File: src/hw/rtl/fbts_pkg.sv
package fbts_pkg;

   localparam int MAX_FACES    = 5;
   localparam int SMOOTH_DEPTH = 3;
   localparam int COORD_BITS   = 11;

   localparam int BOX_W      = 11;
   localparam int SCALE_W    = 16;
   localparam int MCOUNT_W   = 5;
   localparam int MOFFSET_W  = 4;
   localparam int SLOT_W     = 4;
   localparam int MASK_W     = 4;
   localparam int SCREEN_W   = 12;
   localparam int FRAC_W     = 8;
   localparam int NUM_COORDS = 4;

   localparam int CSR_INDEX_W = 2;
   localparam int CSR_DATA_W  = 16;

   localparam logic [CSR_INDEX_W-1:0] CSR_SCALE_X     = 2'd0;
   localparam logic [CSR_INDEX_W-1:0] CSR_SCALE_Y     = 2'd1;
   localparam logic [CSR_INDEX_W-1:0] CSR_MASK_COUNT  = 2'd2;
   localparam logic [CSR_INDEX_W-1:0] CSR_MASK_OFFSET = 2'd3;

   localparam logic [SCALE_W-1:0]   SCALE_RESET   = 16'd768;
   localparam logic [MCOUNT_W-1:0]  MCOUNT_RESET  = 5'd1;
   localparam logic [MCOUNT_W-1:0]  MCOUNT_LIMIT  = 5'd16;
   localparam logic [MOFFSET_W-1:0] MOFFSET_RESET = 4'd0;
   localparam logic [SCREEN_W-1:0]  SCREEN_MAX    = {SCREEN_W{1'b1}};

   localparam int BOX_X = 0;
   localparam int BOX_Y = 1;
   localparam int BOX_WD = 2;
   localparam int BOX_HT = 3;

   localparam int SLOT_CNT_W = (MAX_FACES > 1) ? $clog2(MAX_FACES) : 1;
   localparam int POS_W      = (SMOOTH_DEPTH > 1) ? $clog2(SMOOTH_DEPTH) : 1;

   // exact divide by the window depth: sum * RECIP >> DIV_S
   localparam int DIV_L   = $clog2(SMOOTH_DEPTH);
   localparam int SUM_W   = COORD_BITS + DIV_L;
   localparam int DIV_S   = SUM_W + DIV_L;
   localparam int RECIP_W = DIV_S + 1;
   localparam logic [RECIP_W-1:0] RECIP =
      RECIP_W'((2 ** DIV_S + SMOOTH_DEPTH - 1) / SMOOTH_DEPTH);

   localparam int MUL1_W = SUM_W + RECIP_W;
   localparam int MUL2_W = COORD_BITS + SCALE_W;
   localparam int SC_W   = MUL2_W - FRAC_W;

   typedef logic [COORD_BITS-1:0] coord_type;
   typedef coord_type [NUM_COORDS-1:0] box_type;
   typedef logic [SCREEN_W-1:0] screen_type;
   typedef screen_type [NUM_COORDS-1:0] screen_box_type;

   typedef struct packed {
      logic                  en;
      logic                  present;
      logic [SLOT_CNT_W-1:0] slot;
      box_type               box;
   } lane_wr_type;

   typedef struct packed {
      logic s2;
      logic s3;
      logic s4;
   } stage_en_type;

   function automatic coord_type to_coord(input logic [BOX_W-1:0] value);
      logic [BOX_W+COORD_BITS-1:0] wide;
      wide = {{COORD_BITS{1'b0}}, value};
      return wide[COORD_BITS-1:0];
   endfunction

endpackage

File: src/hw/rtl/fbts_if.sv
interface fbts_req_if;
   logic                        valid;
   logic                        ready;
   logic                        present;
   logic [fbts_pkg::BOX_W-1:0]  box_x;
   logic [fbts_pkg::BOX_W-1:0]  box_y;
   logic [fbts_pkg::BOX_W-1:0]  box_w;
   logic [fbts_pkg::BOX_W-1:0]  box_h;

   modport source (output valid, present, box_x, box_y, box_w, box_h, input ready);
   modport sink (input valid, present, box_x, box_y, box_w, box_h, output ready);
endinterface

interface fbts_rsp_if;
   logic                           valid;
   logic                           ready;
   logic [fbts_pkg::SLOT_W-1:0]    face_slot;
   logic                           shown;
   logic [fbts_pkg::MASK_W-1:0]    mask_index;
   logic [fbts_pkg::SCREEN_W-1:0]  screen_x;
   logic [fbts_pkg::SCREEN_W-1:0]  screen_y;
   logic [fbts_pkg::SCREEN_W-1:0]  screen_w;
   logic [fbts_pkg::SCREEN_W-1:0]  screen_h;

   modport source (output valid, face_slot, shown, mask_index, screen_x, screen_y,
                   screen_w, screen_h, input ready);
   modport sink (input valid, face_slot, shown, mask_index, screen_x, screen_y,
                 screen_w, screen_h, output ready);
endinterface

File: src/hw/rtl/fbts_lane.sv
module fbts_lane (
   input  logic                  clock,
   input  logic                  reset,
   input  fbts_pkg::lane_wr_type wr,
   input  logic                  rd_en,
   output fbts_pkg::box_type     rd_data,
   output logic                  hit_valid
);

   fbts_pkg::box_type                mem_ff [fbts_pkg::MAX_FACES];
   fbts_pkg::box_type                rd_data_ff;
   logic [fbts_pkg::MAX_FACES-1:0]   valid_ff;

   // one window position for every slot
   always_ff @(posedge clock) begin
      if (wr.en && wr.present) begin
         mem_ff[wr.slot] <= wr.box;
      end
      if (rd_en) begin
         rd_data_ff <= mem_ff[wr.slot];
      end
   end

   always_ff @(posedge clock) begin
      if (reset) begin
         valid_ff <= '0;
      end else if (wr.en) begin
         valid_ff[wr.slot] <= wr.present;
      end
   end

   assign hit_valid = valid_ff[wr.slot];
   assign rd_data   = rd_data_ff;

endmodule

File: src/hw/rtl/fbts_merge.sv
module fbts_merge (
   input  logic                            clock,
   input  fbts_pkg::stage_en_type          en,
   input  fbts_pkg::box_type               lane_val [fbts_pkg::SMOOTH_DEPTH],
   input  logic [fbts_pkg::SCALE_W-1:0]    scale_x,
   input  logic [fbts_pkg::SCALE_W-1:0]    scale_y,
   output fbts_pkg::screen_box_type        screen
);

   logic [fbts_pkg::SUM_W-1:0]   sum_in [fbts_pkg::NUM_COORDS];
   logic [fbts_pkg::SUM_W-1:0]   sum_ff [fbts_pkg::NUM_COORDS];
   logic [fbts_pkg::MUL1_W-1:0]  p1 [fbts_pkg::NUM_COORDS];
   fbts_pkg::box_type            avg_in;
   fbts_pkg::box_type            avg_ff;
   logic [fbts_pkg::MUL2_W-1:0]  p2 [fbts_pkg::NUM_COORDS];
   logic [fbts_pkg::SC_W-1:0]    sc [fbts_pkg::NUM_COORDS];
   fbts_pkg::screen_box_type     scr_in;
   fbts_pkg::screen_box_type     scr_ff;

   // sum across the window lanes
   always_comb begin
      for (int k = 0; k < fbts_pkg::NUM_COORDS; k++) begin
         sum_in[k] = '0;
         for (int i = 0; i < fbts_pkg::SMOOTH_DEPTH; i++) begin
            sum_in[k] = sum_in[k] + fbts_pkg::SUM_W'(lane_val[i][k]);
         end
      end
   end

   always_ff @(posedge clock) begin
      if (en.s2) begin
         sum_ff <= sum_in;
      end
   end

   // truncating average by reciprocal multiply
   always_comb begin
      for (int k = 0; k < fbts_pkg::NUM_COORDS; k++) begin
         p1[k] = fbts_pkg::MUL1_W'(sum_ff[k]) * fbts_pkg::MUL1_W'(fbts_pkg::RECIP);
         avg_in[k] = p1[k][fbts_pkg::DIV_S +: fbts_pkg::COORD_BITS];
      end
   end

   always_ff @(posedge clock) begin
      if (en.s3) begin
         avg_ff <= avg_in;
      end
   end

   // q8.8 scale and saturate
   always_comb begin
      for (int k = 0; k < fbts_pkg::NUM_COORDS; k++) begin
         if (k == fbts_pkg::BOX_X || k == fbts_pkg::BOX_WD) begin
            p2[k] = fbts_pkg::MUL2_W'(avg_ff[k]) * fbts_pkg::MUL2_W'(scale_x);
         end else begin
            p2[k] = fbts_pkg::MUL2_W'(avg_ff[k]) * fbts_pkg::MUL2_W'(scale_y);
         end
         sc[k] = p2[k][fbts_pkg::MUL2_W-1:fbts_pkg::FRAC_W];
         if (sc[k] > fbts_pkg::SC_W'(fbts_pkg::SCREEN_MAX)) begin
            scr_in[k] = fbts_pkg::SCREEN_MAX;
         end else begin
            scr_in[k] = sc[k][fbts_pkg::SCREEN_W-1:0];
         end
      end
   end

   always_ff @(posedge clock) begin
      if (en.s4) begin
         scr_ff <= scr_in;
      end
   end

   assign screen = scr_ff;

endmodule

File: src/hw/rtl/face_box_temporal_smoother_unit.sv
// Face box smoother. Each transfer on req_bus is one face slot, slots 0 to MAX_FACES-1 in
// order make a frame; each gives one transfer on rsp_bus with the box averaged over the
// last SMOOTH_DEPTH frames and scaled to screen coordinates, or zeros when any frame of
// the window had no face. One item is taken every cycle unless a stall on rsp_bus holds
// the pipeline: each window position is a lane memory with one write and one read per
// cycle, and the merge pipeline (lane sum, divide, scale) has a register after every stage.
// A stall on rsp_bus only holds the stages that are full. The window valid bits clear at
// reset, so no clearing pass is needed. Configuration writes go through csr_we, csr_index and csr_wdata.
module face_box_temporal_smoother_unit (
   input  logic                                 clock,
   input  logic                                 reset,
   fbts_req_if.sink                             req_bus,
   fbts_rsp_if.source                           rsp_bus,
   input  logic                                 csr_we,
   input  logic [fbts_pkg::CSR_INDEX_W-1:0]     csr_index,
   input  logic [fbts_pkg::CSR_DATA_W-1:0]      csr_wdata
);

   logic [fbts_pkg::SCALE_W-1:0]    scale_x_ff;
   logic [fbts_pkg::SCALE_W-1:0]    scale_y_ff;
   logic [fbts_pkg::MCOUNT_W-1:0]   mask_count_ff;
   logic [fbts_pkg::MOFFSET_W-1:0]  mask_offset_ff;

   logic [fbts_pkg::SLOT_CNT_W-1:0] slot_ff;
   logic [fbts_pkg::POS_W-1:0]      pos_ff;

   logic v1_ff, v2_ff, v3_ff, v4_ff;
   logic ready1, ready2, ready3, ready4;
   logic accept;

   fbts_pkg::lane_wr_type           lane_wr [fbts_pkg::SMOOTH_DEPTH];
   fbts_pkg::box_type               lane_rd [fbts_pkg::SMOOTH_DEPTH];
   logic [fbts_pkg::SMOOTH_DEPTH-1:0] lane_hit;
   fbts_pkg::box_type               lane_val [fbts_pkg::SMOOTH_DEPTH];

   fbts_pkg::box_type               box_in;
   logic                            show_in;

   fbts_pkg::box_type               box1_ff;
   logic [fbts_pkg::POS_W-1:0]      pos1_ff;
   logic [fbts_pkg::SLOT_CNT_W-1:0] slot1_ff, slot2_ff, slot3_ff, slot4_ff;
   logic                            show1_ff, show2_ff, show3_ff, show4_ff;
   logic [fbts_pkg::MASK_W-1:0]     mask_in, mask2_ff, mask3_ff, mask4_ff;

   logic [fbts_pkg::MCOUNT_W-1:0]   mc;
   logic [2*fbts_pkg::MCOUNT_W-1:0] rem;
   logic [2*fbts_pkg::MCOUNT_W-1:0] dv;

   fbts_pkg::stage_en_type          stage_en;
   fbts_pkg::screen_box_type        screen;

   // stage handshake
   assign ready4 = !v4_ff || rsp_bus.ready;
   assign ready3 = !v3_ff || ready4;
   assign ready2 = !v2_ff || ready3;
   assign ready1 = !v1_ff || ready2;
   assign req_bus.ready = ready1;
   assign accept = req_bus.valid && ready1;

   assign stage_en.s2 = ready2;
   assign stage_en.s3 = ready3;
   assign stage_en.s4 = ready4;

   always_ff @(posedge clock) begin
      if (reset) begin
         scale_x_ff     <= fbts_pkg::SCALE_RESET;
         scale_y_ff     <= fbts_pkg::SCALE_RESET;
         mask_count_ff  <= fbts_pkg::MCOUNT_RESET;
         mask_offset_ff <= fbts_pkg::MOFFSET_RESET;
      end else if (csr_we) begin
         case (csr_index)
            fbts_pkg::CSR_SCALE_X: begin
               scale_x_ff <= csr_wdata[fbts_pkg::SCALE_W-1:0];
            end
            fbts_pkg::CSR_SCALE_Y: begin
               scale_y_ff <= csr_wdata[fbts_pkg::SCALE_W-1:0];
            end
            fbts_pkg::CSR_MASK_COUNT: begin
               mask_count_ff <= csr_wdata[fbts_pkg::MCOUNT_W-1:0];
            end
            fbts_pkg::CSR_MASK_OFFSET: begin
               mask_offset_ff <= csr_wdata[fbts_pkg::MOFFSET_W-1:0];
            end
            default: begin
            end
         endcase
      end
   end

   // slot and window position counters
   always_ff @(posedge clock) begin
      if (reset) begin
         slot_ff <= '0;
         pos_ff  <= '0;
      end else if (accept) begin
         if (slot_ff == fbts_pkg::SLOT_CNT_W'(fbts_pkg::MAX_FACES - 1)) begin
            slot_ff <= '0;
            if (pos_ff == fbts_pkg::POS_W'(fbts_pkg::SMOOTH_DEPTH - 1)) begin
               pos_ff <= '0;
            end else begin
               pos_ff <= pos_ff + 1'b1;
            end
         end else begin
            slot_ff <= slot_ff + 1'b1;
         end
      end
   end

   always_comb begin
      box_in[fbts_pkg::BOX_X]  = fbts_pkg::to_coord(req_bus.box_x);
      box_in[fbts_pkg::BOX_Y]  = fbts_pkg::to_coord(req_bus.box_y);
      box_in[fbts_pkg::BOX_WD] = fbts_pkg::to_coord(req_bus.box_w);
      box_in[fbts_pkg::BOX_HT] = fbts_pkg::to_coord(req_bus.box_h);
   end

   // window lanes
   for (genvar i = 0; i < fbts_pkg::SMOOTH_DEPTH; i++) begin : g_lane
      assign lane_wr[i].en      = accept && (pos_ff == fbts_pkg::POS_W'(i));
      assign lane_wr[i].present = req_bus.present;
      assign lane_wr[i].slot    = slot_ff;
      assign lane_wr[i].box     = box_in;

      fbts_lane u_lane (
         .clock     (clock),
         .reset     (reset),
         .wr        (lane_wr[i]),
         .rd_en     (ready1),
         .rd_data   (lane_rd[i]),
         .hit_valid (lane_hit[i])
      );
   end

   // whole window valid, with this transfer in its position
   always_comb begin
      show_in = 1'b1;
      for (int i = 0; i < fbts_pkg::SMOOTH_DEPTH; i++) begin
         if (pos_ff == fbts_pkg::POS_W'(i)) begin
            show_in = show_in & req_bus.present;
         end else begin
            show_in = show_in & lane_hit[i];
         end
      end
   end

   always_ff @(posedge clock) begin
      if (ready1) begin
         box1_ff  <= box_in;
         pos1_ff  <= pos_ff;
         slot1_ff <= slot_ff;
         show1_ff <= show_in;
      end
   end

   // new sample bypasses the lane read
   always_comb begin
      for (int i = 0; i < fbts_pkg::SMOOTH_DEPTH; i++) begin
         if (pos1_ff == fbts_pkg::POS_W'(i)) begin
            lane_val[i] = box1_ff;
         end else begin
            lane_val[i] = lane_rd[i];
         end
      end
   end

   // mask index remainder by shift and subtract
   always_comb begin
      mc = mask_count_ff;
      if (mc == '0) begin
         mc = fbts_pkg::MCOUNT_RESET;
      end else if (mc > fbts_pkg::MCOUNT_LIMIT) begin
         mc = fbts_pkg::MCOUNT_LIMIT;
      end
      rem = (2*fbts_pkg::MCOUNT_W)'(mask_offset_ff) + (2*fbts_pkg::MCOUNT_W)'(slot1_ff);
      dv  = '0;
      for (int b = fbts_pkg::MCOUNT_W - 1; b >= 0; b--) begin
         dv = (2*fbts_pkg::MCOUNT_W)'(mc) << b;
         if (rem >= dv) begin
            rem = rem - dv;
         end
      end
      mask_in = rem[fbts_pkg::MASK_W-1:0];
   end

   fbts_merge u_merge (
      .clock    (clock),
      .en       (stage_en),
      .lane_val (lane_val),
      .scale_x  (scale_x_ff),
      .scale_y  (scale_y_ff),
      .screen   (screen)
   );

   always_ff @(posedge clock) begin
      if (ready2) begin
         slot2_ff <= slot1_ff;
         show2_ff <= show1_ff;
         mask2_ff <= mask_in;
      end
      if (ready3) begin
         slot3_ff <= slot2_ff;
         show3_ff <= show2_ff;
         mask3_ff <= mask2_ff;
      end
      if (ready4) begin
         slot4_ff <= slot3_ff;
         show4_ff <= show3_ff;
         mask4_ff <= mask3_ff;
      end
   end

   always_ff @(posedge clock) begin
      if (reset) begin
         v1_ff <= 1'b0;
         v2_ff <= 1'b0;
         v3_ff <= 1'b0;
         v4_ff <= 1'b0;
      end else begin
         if (ready1) begin
            v1_ff <= accept;
         end
         if (ready2) begin
            v2_ff <= v1_ff;
         end
         if (ready3) begin
            v3_ff <= v2_ff;
         end
         if (ready4) begin
            v4_ff <= v3_ff;
         end
      end
   end

   assign rsp_bus.valid      = v4_ff;
   assign rsp_bus.face_slot  = fbts_pkg::SLOT_W'(slot4_ff);
   assign rsp_bus.shown      = show4_ff;
   assign rsp_bus.mask_index = mask4_ff;
   assign rsp_bus.screen_x   = show4_ff ? screen[fbts_pkg::BOX_X]  : '0;
   assign rsp_bus.screen_y   = show4_ff ? screen[fbts_pkg::BOX_Y]  : '0;
   assign rsp_bus.screen_w   = show4_ff ? screen[fbts_pkg::BOX_WD] : '0;
   assign rsp_bus.screen_h   = show4_ff ? screen[fbts_pkg::BOX_HT] : '0;

endmodule

File: src/flat_wrapper.sv
// flat-port wrapper written by rule: the top's interface ports become plain ports
module face_box_temporal_smoother_unit_flat 
  (clock, reset, csr_we, csr_index, csr_wdata, req_bus_valid, req_bus_present, req_bus_box_x, req_bus_box_y, req_bus_box_w, req_bus_box_h, req_bus_ready, rsp_bus_valid, rsp_bus_face_slot, rsp_bus_shown, rsp_bus_mask_index, rsp_bus_screen_x, rsp_bus_screen_y, rsp_bus_screen_w, rsp_bus_screen_h, rsp_bus_ready);
  fbts_req_if req_bus_i ();
  fbts_rsp_if rsp_bus_i ();
  input  logic clock;
  input  logic reset;
  input  logic csr_we;
  input  logic [fbts_pkg::CSR_INDEX_W-1:0] csr_index;
  input  logic [fbts_pkg::CSR_DATA_W-1:0] csr_wdata;
  input wire logic [$bits(req_bus_i.valid)-1:0] req_bus_valid;
  input wire logic [$bits(req_bus_i.present)-1:0] req_bus_present;
  input wire logic [$bits(req_bus_i.box_x)-1:0] req_bus_box_x;
  input wire logic [$bits(req_bus_i.box_y)-1:0] req_bus_box_y;
  input wire logic [$bits(req_bus_i.box_w)-1:0] req_bus_box_w;
  input wire logic [$bits(req_bus_i.box_h)-1:0] req_bus_box_h;
  output wire logic [$bits(req_bus_i.ready)-1:0] req_bus_ready;
  output wire logic [$bits(rsp_bus_i.valid)-1:0] rsp_bus_valid;
  output wire logic [$bits(rsp_bus_i.face_slot)-1:0] rsp_bus_face_slot;
  output wire logic [$bits(rsp_bus_i.shown)-1:0] rsp_bus_shown;
  output wire logic [$bits(rsp_bus_i.mask_index)-1:0] rsp_bus_mask_index;
  output wire logic [$bits(rsp_bus_i.screen_x)-1:0] rsp_bus_screen_x;
  output wire logic [$bits(rsp_bus_i.screen_y)-1:0] rsp_bus_screen_y;
  output wire logic [$bits(rsp_bus_i.screen_w)-1:0] rsp_bus_screen_w;
  output wire logic [$bits(rsp_bus_i.screen_h)-1:0] rsp_bus_screen_h;
  input wire logic [$bits(rsp_bus_i.ready)-1:0] rsp_bus_ready;
  assign req_bus_i.valid = req_bus_valid;
  assign req_bus_i.present = req_bus_present;
  assign req_bus_i.box_x = req_bus_box_x;
  assign req_bus_i.box_y = req_bus_box_y;
  assign req_bus_i.box_w = req_bus_box_w;
  assign req_bus_i.box_h = req_bus_box_h;
  assign req_bus_ready = req_bus_i.ready;
  assign rsp_bus_valid = rsp_bus_i.valid;
  assign rsp_bus_face_slot = rsp_bus_i.face_slot;
  assign rsp_bus_shown = rsp_bus_i.shown;
  assign rsp_bus_mask_index = rsp_bus_i.mask_index;
  assign rsp_bus_screen_x = rsp_bus_i.screen_x;
  assign rsp_bus_screen_y = rsp_bus_i.screen_y;
  assign rsp_bus_screen_w = rsp_bus_i.screen_w;
  assign rsp_bus_screen_h = rsp_bus_i.screen_h;
  assign rsp_bus_i.ready = rsp_bus_ready;
  face_box_temporal_smoother_unit u_core (.clock(clock), .reset(reset), .req_bus(req_bus_i), .rsp_bus(rsp_bus_i), .csr_we(csr_we), .csr_index(csr_index), .csr_wdata(csr_wdata));
endmodule
File: config.mk
export PLATFORM = sky130hd
export DESIGN_NAME = face_box_temporal_smoother_unit_flat
export DESIGN_NICKNAME = d
export VERILOG_FILES = /design/src/hw/rtl/fbts_pkg.sv /design/src/hw/rtl/fbts_if.sv /design/src/hw/rtl/fbts_lane.sv /design/src/hw/rtl/fbts_merge.sv /design/src/hw/rtl/face_box_temporal_smoother_unit.sv /design/src/flat_wrapper.sv
export SDC_FILE = /design/constraint.sdc
export NUM_CORES = 2
export LEC_CHECK = 0
export BUFFER_PORTS_ARGS = -buffer_cell sky130_fd_sc_hd__buf_2
export CAP_MARGIN = 40
export CORE_MARGIN = 8
export CORE_UTILIZATION = 63
export CTS_CLUSTER_SIZE = 40
export DETAILED_ROUTE_END_ITERATION = 16
export GPL_TIMING_DRIVEN = 0
export PLACE_DENSITY = 0.91
export SLEW_MARGIN = 10
export SYNTH_ARGS = -nofsm -noshare
export SYNTH_HDL_FRONTEND = slang
export SYNTH_SLANG_ARGS = --single-unit
File: constraint.sdc
create_clock -name clock -period 26.5 [get_ports clock]
set_input_delay 2.65 -clock clock [delete_from_list [all_inputs] [get_ports clock]]
set_output_delay 2.65 -clock clock [all_outputs]
set_load 0.005 [all_outputs]
==> summary.txt <==
STA
  – Worst rel slew slack: between 10% and 20%
  – Crit path time final: between 10 and 15 ns
  – Final hold vios: 0
  – Pins Over Slew Limit: 0
  – RSZ-0062 raised after global routing: false
  – Setup TNS: 0 ns
  – F_max: approximately 86 MHz
  – Fin crit share: between 40% and 50%
  – Final setup violating endpoints: 0
  – Worst Clk Skew: approximately 0.15 ns
  – Worst-Margin Slew: 1.21 ns

Yosys
  – Async set-reset flop share out of synthesis: 0%
  – Sequential area share after synthesis: a little over two fifths
  – Synth unique cells: roughly 90
  – Syn nets: approximately 7700
  – Mapped Cells: roughly 6300
  – Mapped cell area: between 70000 and 80000 um^2
  – Register bit total from synthesis: 1075
  – Synth Warn #: 0
  – Main flop type after synthesis: edfxtp_1
  – EDFF count, synth: a little over 1000
  – Syn_area_per_cell: approximately 12 um^2

Worst setup path
  – Req. time, crit path: 26.94 ns
  – CP Capture Type: flip-flop
  – Critical setup path kind: flip-flop to flip-flop
  – Critical path's slowest cell: or4b_2
  – CP peak stage delay: 0.65 ns
  – CP max FO: 9
  – CP most frequent cell: ha_1
  – Crit path launch type: flip-flop
  – CP arrival: between 10 and 15 ns

Routing
  – Vias: approximately 53000
  – Remaining DRCs: 0
  – DRT Pass-1 Iters: 12
  – DRT Wirelength: ~210000 um
  – Initial drt markers: 7010
  – WL per Instance: 25.7 um
  – Vias per cell: between 6 and 7
  – Post-DRT Antenna Nets: 0

Floorplan
  – Core Rows: approximately 130
  – Die width: roughly 360 um
  – Ports: about 130
  – Starting Density: roughly 63%
  – Core region area: between 100000 and 150000 um^2
  – Die height: 359 um
  – Die area: around 130000 um^2

Global routing
  – Global route overflow: 0
  – Vias in the first global route: 56004
  – GR Util All Layers: 31.1%
  – Antenna violations before repair: 21
  – First-pass GRT wire length: ~310000 um
  – Largest net degree at the start of global routing: between 50 and 60

Clock tree
  – Post_cts resized: 0
  – Postcts setup bufs: 0
  – CTS sink count: roughly 1100
  – Root Buffer: clkbuf_16
  – Clock Path Buffers: 3
  – Worst skew pair latency: 0.83 ns
  – Cts hold-fix bufs: 0
  – TritonCTS clock tree: done
  – Clock transition at path regs: roughly 0.07 ns
  – Htree depth: 3
  – Total CTS buffers: 105

Cells and area
  – Share of layout cells above drive strength 1: 6.87%
  – Number of fill cells: approximately 7200
  – Area Overhead vs Synth: 10.1%
  – Nets@finish: ~8000
  – Final cell count without fillers: 8207
  – Util after Layout: just under 70%

Flow run
  – # Max-Cap Violations: 0

Placed design
  – DP HPWL: ~140000 um
  – I/O Buffers: around 120
  – Placed cells: 7983
  – RD Place Congestion: roughly 0.95

Hold path
  – Worst min-delay path class: flip-flop to flip-flop

Status
  – Status: finished, final reports clean
## metrics by stage
stage / instance area (um^2) / setup slack [ns] / hold slack, ns
after floorplan: 74100 / 14.73 / 0.400
after global placement: 76700 / 9.04 / 0.401
after detailed placement: 77900 / 15.01 / 0.405
after CTS: 81500 / 14.95 / 0.400
after global routing: 81600 / 14.15 / 0.420
final: 81600 / 14.83 / 0.391
## critical path, delay by kind of cell (launching register included)
kind,cells,cell delay (ns)
buf+inv,2,0.15
fa+ha+maj,8,2.43
simple gates,17,4.24
mux,3,1.06
flops,1,0.49
compound gates,14,3.03
## cell usage after synthesis, types with 5 or more instances
cell / instances / area share (%)
a21oi_1: 289 / 2.0
edfxtp_1: 1010 / 41
o31ai_1: 9 / 0.091
or2_2: 7 / 0.059
and3_1: 19 / 0.16
xnor2_1: 84 / 0.99
a21boi_0: 8 / 0.081
o21bai_1: 12 / 0.12
a31o_2: 5 / 0.059
nor2_1: 285 / 1.4
buf_1: 19 / 0.096
clkbuf_1: 219 / 1.1
a31oi_1: 10 / 0.084
nand3_1: 20 / 0.14
nor4_1: 6 / 0.051
nand4b_1: 5 / 0.059
a21o_1: 38 / 0.38
inv_1: 887 / 4.5
and2_1: 316 / 2.7
nor3_1: 48 / 0.32
nand3b_1: 8 / 0.081
a211oi_1: 7 / 0.071
dfxtp_1: 65 / 1.8
nor2b_1: 35 / 0.30
a22oi_1: 136 / 1.4
o21a_1: 34 / 0.34
a22o_1: 5 / 0.059
mux2i_1: 252 / 3.4
o21ai_0: 222 / 1.5
nand4_1: 15 / 0.13
nand2b_1: 28 / 0.24
nand2_1: 639 / 3.2
mux2_2: 37 / 0.56
fa_1: 729 / 20
or3_1: 9 / 0.076
ha_1: 603 / 10
xor2_1: 48 / 0.57
## sequential cells by signal, indices dropped and copies added (netlist names), 4 cells and up
name and count:
u_core.rsp_bus.mask_index 4, u_core.scale_x_ff 16, u_core.g_lane.u_lane.valid_ff 15, u_core.mask_count_ff 5, u_core.g_lane.u_lane.rd_data 132, u_core.u_merge.sum_ff 52, u_core.box1_ff 44, u_core.scale_y_ff 16
u_core.u_merge.screen 48, u_core.g_lane.u_lane.mem_ff 660, u_core.mask2_ff 4, u_core.mask3_ff 4, u_core.mask_offset_ff 4, u_core.u_merge.avg_ff 44
## routing by layer
metal | track usage, % | share of wire (%)
met4 | 20.2 | 8.1
met1 | 35.2 | 32
met3 | 8.92 | 12
met2 | 51.7 | 47
met5 | 0 | 0.016
## path summary, 6_finish.rpt
check	startpoint	endpoint	slack (ns)	cells after the start
hold reg to reg	u_core.mask3_ff[0]	u_core.rsp_bus.mask_index[0]	0.39	0
setup / recovery	u_core.slot1_ff[0]	u_core.mask2_ff[3]	14.83	44
hold / removal	u_core.mask3_ff[0]	u_core.rsp_bus.mask_index[0]	0.39	0
setup reg to reg	u_core.slot1_ff[0]	u_core.mask2_ff[3]	14.83	44
## cell type report
type                       count  area [um^2]  share of cell area (%)
antenna                       15         37.5                  0.0460
inverter                     888         3340                    4.09
sequential                  1075        31600                    38.7
multi-input combinational   4055        38400                    47.0
clock inverter                65          729                   0.894
buffer                       241          911                    1.12
clock buffer                 132         2810                    3.45
timing repair buffer         200         1860                    2.27
tap                         1536         1920                    2.35
## placed cells by master (no fill, tap or decap), types with 28 or more instances in the layout
cell type,instances
mux2_2,37
edfxtp_1,1010
a21oi_1,289
dfxtp_1,65
ha_1,603
clkbuf_16,108
o21a_1,34
nor2b_1,35
xnor2_1,84
and2_1,316
xor2_1,48
a21o_1,38
buf_2,128
o21ai_0,222
a22oi_1,136
inv_1,886
fa_1,729
clkbuf_1,241
nor2_1,269
nand2_1,638
nor3_1,48
nand2b_1,28
mux2i_1,252
## cells by family (layout without fill, tap and decap cells)
family,count (synthesis),count (layout),synth area share [%]
flops,1075,1075,42.7
mux,292,292,4.02
fa+ha+maj,1332,1332,29.9
simple gates,1466,1466,9.29
xor+xnor,132,132,1.56
compound gates,832,832,6.87
buf+inv,1129,1526,5.72
other cells,1,16,0.00506
Power is left out: the tool's default activity adds up to more than one toggle a clock period on the data nets, which glitch-free logic cannot reach.
